==> src/rtl/tria_pkg.sv <==
`timescale 1ns / 1ps

package tria_pkg;

	localparam int COORD_W       = 16;
	localparam int DIFF_W        = COORD_W + 1;
	localparam int PROD_W        = 2 * DIFF_W;
	localparam int CROSS_W       = PROD_W + 1;
	localparam int DIST_W        = PROD_W;
	localparam int SQ_W          = PROD_W;
	localparam int HEIGHT_W      = 25;
	localparam int ROOT_W        = HEIGHT_W + 1;
	localparam int QUO_W         = 2 * ROOT_W;
	localparam int FRAC_BITS_DEF = 8;
	localparam int SIDES         = 3;

	typedef struct packed {
		logic signed [COORD_W-1:0] ax;
		logic signed [COORD_W-1:0] ay;
		logic signed [COORD_W-1:0] bx;
		logic signed [COORD_W-1:0] by_coord;
		logic signed [COORD_W-1:0] cx;
		logic signed [COORD_W-1:0] cy;
	} vtx_t;

	typedef struct packed {
		logic [HEIGHT_W-1:0] height_a;
		logic [HEIGHT_W-1:0] height_b;
		logic [HEIGHT_W-1:0] height_c;
		logic [SIDES-1:0]    zero_side_flags;
	} hgt_t;

	// doubled area, squared side lengths (bc, ac, ab) and zero-side marks
	typedef struct packed {
		logic [DIST_W-1:0]           d;
		logic [SIDES-1:0][SQ_W-1:0]  s;
		logic [SIDES-1:0]            zero;
	} pkt_t;

endpackage

==> src/rtl/tria_fifo.sv <==
`timescale 1ns / 1ps

module tria_fifo (
	input  logic           clk,
	input  logic           arst_n,
	input  logic           push,
	input  tria_pkg::pkt_t wdata,
	output logic           full,
	input  logic           pop,
	output logic           empty,
	output tria_pkg::pkt_t rdata
);

	tria_pkg::pkt_t ent_q [2];
	logic       wr_q, rd_q;
	logic [1:0] cnt_q;
	logic       do_push, do_pop;

	assign full    = (cnt_q == 2'd2);
	assign empty   = (cnt_q == 2'd0);
	assign do_push = push && !full;
	assign do_pop  = pop && !empty;
	assign rdata   = ent_q[rd_q];

	always_ff @(posedge clk or negedge arst_n) begin
		if (!arst_n) begin
			wr_q  <= 1'b0;
			rd_q  <= 1'b0;
			cnt_q <= 2'd0;
		end else begin
			if (do_push) wr_q <= !wr_q;
			if (do_pop) rd_q <= !rd_q;
			cnt_q <= cnt_q + 2'(do_push) - 2'(do_pop);
		end
	end

	always_ff @(posedge clk) begin
		if (do_push) ent_q[wr_q] <= wdata;
	end

endmodule

==> config.mk <==
export PLATFORM = sky130hd
export DESIGN_NAME = tria_fifo
export DESIGN_NICKNAME = d
export VERILOG_FILES = /design/src/rtl/tria_pkg.sv /design/src/rtl/tria_fifo.sv
export SDC_FILE = /design/constraint.sdc
export NUM_CORES = 1
export LEC_CHECK = 0
export ABC_AREA = 1
export BUFFER_PORTS_ARGS = -buffer_cell sky130_fd_sc_hd__buf_2
export CELL_PAD_IN_SITES_DETAIL_PLACEMENT = 0
export CELL_PAD_IN_SITES_GLOBAL_PLACEMENT = 1
export CORE_MARGIN = 10
export CORE_UTILIZATION = 35
export DETAILED_ROUTE_END_ITERATION = 8
export GPL_ROUTABILITY_DRIVEN = 0
export PLACE_DENSITY_LB_ADDON = 0.1
export SYNTH_ARGS = -nofsm -noshare
export SYNTH_HDL_FRONTEND = slang
export SYNTH_SLANG_ARGS = --single-unit
==> constraint.sdc <==
create_clock -name clk -period 7.2 [get_ports clk]
set_clock_uncertainty 0.2 [all_clocks]
set_input_delay 1.08 -clock clk [delete_from_list [all_inputs] [get_ports clk]]
set_output_delay 1.08 -clock clk [all_outputs]
set_load 0.02 [all_outputs]
==> impl_metrics.csv <==
group,metric,value,unit
run_status,status,"finished, final reports clean",
pwr,p_switching,0.00218,W
timing,fin_setup_tns,0,ns
timing,post-route-period-util,62.0,%
timing,fmax,0.224,GHz
clock_tree,cts_tree,"yes",
worst_setup_path,crit_arrival,3.18,ns
timing,slew_headroom,28.3,%
timing,period_minus_slack,4.46,ns
drt,ant_nets,0,
clock_tree,cts_buffers,31,
logic_synthesis,netlist_top_cells_count,"nand2_1 (430), edfxtp_1 (278), buf_2 (18), buf_6 (11), inv_1 (10)",
logic_synthesis,synth_seq_area_share,81.4,%
worst_setup_path,worstPathMaxFanout,94,
clock_tree,cts_sinks,282,
finish,fin_nets,1195,
logic_synthesis,ys_types,12,
timing,tightest_slew,1.07,ns
drt,drc,0,
timing,finalSetupViolCount,0,
floorplan,die_x,192,um
drt,m1WireLength,10.6,mm
pwr,power_frac_seq,41.3,%
timing,rsz0062_at_grt,"false",
logic_synthesis,ys_warn_count,0,
drt,dr.pass1.iters,4,
placed_design,dp_hpwl,17.3,mm
pwr,pwr-share-clk,24.5,%
global_route,grt_first_pass_wirelength,38.3,mm
logic_synthesis,yosysTopAreaCell,"edfxtp_1",
pwr,p_comb_share,34.2,%
drt,avgRoutedWirePerCell,18.0,um
floorplan,fp-row-count,62,
drt,vias,6374,
drt,met2_length,12.7,mm
worst_setup_path,crit_type,"reg2out",
clock_tree,htree_levels,1,
pwr,ir_worst_vdd,0.254,mV
clock_tree,ctsResizeCount,0,
clock_tree,cts_setup_buffers,0,
global_route,grt_max_degree,95,
worst_setup_path,start_kind,"register",
drt,routed_via_density,4.37,
logic_synthesis,synth_area_leaders,"edfxtp_1 (80%), nand2_1 (16%), buf_6 (1.2%)",
logic_synthesis,synth_flop_cell,"edfxtp_1",
finish,register_area,0.00845,mm2
pwr,p_sw_share,37.8,%
finish,fill_cells,2696,
logic_synthesis,synth_cells,760,
timing,hold_viol_final,0,
floorplan,die_h,192,um
logic_synthesis,async_flop_share,1.42,%
clock_tree,clock_latency,0.54,ns
logic_synthesis,syn_area,0.0104,mm2
logic_synthesis,syn-num-nets,905,
logic_synthesis,synth_top_area_share,80.5,%
pwr,p_leak,5.59,nW
global_route,overflow,0,
drt,top_layer_used,"met5",
logic_synthesis,syn_avg_cell_area,13.6,um2
timing,drv_slew,0,
global_route,antenna_found_initial,5,
worst_setup_path,worst_setup_path_end_kind,"output pin",
clock_tree,root_buffer,"clkbuf_16",
floorplan,num_io_pins,284,
finish,area_delta_synth_final,25.4,%
clock_tree,cts_buffer_depth,3,
logic_synthesis,synth.most_common_cell,"nand2_1",
pwr,power.internal,0.00358,W
clock_tree,ctsHoldBuffers,0,
floorplan,dieArea,0.0369,mm2
clock_tree,clk_pin_slew_worst_paths,0.06,ns
logic_synthesis,synth_edf_count,278,
finish,final_util,45.0,%
pwr,power_density,442,mW/mm2
hold_path,hold_path.class,"in2async",
floorplan,start_util,35.8,%
finish,drive_above_1_share,31.0,%
run,drv_cap,0,
placed_design,portBuffers,283,
pwr,finalPower,0.00575,W
drt,drt_iter0_drc,427,
worst_setup_path,cp.required,5.92,ns
global_route,grt_pass1_vias,6346,
drt,wirelength,26.2,mm
global_route,grt_usage,13.4,%
logic_synthesis,yosys_register_bits,282,
finish,multiInputGateArea,0.00167,mm2
drt,wl_met3,2.43,mm
floorplan,core_area,0.0289,mm2
-- state kept, by name (all words and copies together) (netlist names) --
register / cells
cnt_q: 2
ent_q: 278
rd_q: 1
wr_q: 1
-- cell usage in the layout (no fill, tap or decap), types with 5 or more instances in the layout --
cell / netlist / final
buf_2: 18 / 283
inv_1: 10 / 9
nand2_1: 430 / 430
clkinv_1: 0 / 6
edfxtp_1: 278 / 278
clkinv_2: 0 / 7
clkbuf_1: 1 / 9
clkbuf_16: 0 / 31
buf_4: 1 / 5
-- critical path, stage by stage, from the launching register on --
cell and delay, ns:
dfrtp_4 0.74, inv_4 0.84, buf_4 0.60, nand2_1 0.11
nand2_1 0.08, buf_2 0.18
-- layer usage --
layer | vias to the layer above | track usage, %
met5 | - | 0
met4 | 8 | 2.71
met3 | 37 | 4.61
met2 | 209 | 22.2
met1 | 2977 | 16.6
li1 | 3143 | -
-- layout make-up --
class                   count  area share, %
inverters                  11          0.375
flip-flops and latches    282           65.0
clock inverters            15          0.741
multi-input cells         436           12.8
repair buffers            288           11.2
clock buffers              40           6.22
well taps                 384           3.69
diodes                      1         0.0192
-- power groups by stage --
stage / combinational, W / clock [W] / sequential, W
floorplan: 0.00134 / 0 / 0.00238
global placement: 0.00205 / 0 / 0.00241
detailed placement: 0.00205 / 0 / 0.00242
CTS: 0.00205 / 0.00146 / 0.00238
global route: 0.00218 / 0.00153 / 0.00241
finish: 0.00197 / 0.00141 / 0.00238
-- path summary, 6_finish.rpt --
check	start	to	slack (ns)	depth (start not counted)
worst min register to register	wr_q	wr_q	0.28	2
min in group clk	wr_q	wr_q	0.28	2
max in group asynchronous	arst_n	rd_q	6.52	1
worst max register to register	rd_q	rd_q	4.43	4
worst max-delay path	rd_q	rdata[31]	2.74	5
worst min-delay path	arst_n	rd_q	0.14	1
-- kinds of logic after synthesis --
kind of cell	Yosys count	synth area share (%)
adder cells (fa/ha/maj)	2	0.241
buffers and inverters	42	2.57
flip-flops	282	81.4
AND/OR/NAND/NOR	434	15.7
-- stage by stage --
stage	area [um2]	hold WS, ns	std cells	worst slack, ns
after floorplan	10400	0.242	760	1.77
after global placement	12100	0.255	1401	3.14
after detailed placement	12100	0.267	1401	3.14
after CTS	13000	0.114	1456	2.55
after global routing	13000	0.115	1457	2.40
final	13000	0.137	1457	2.74
No activity file was read; power rests on OpenSTA's default activity.
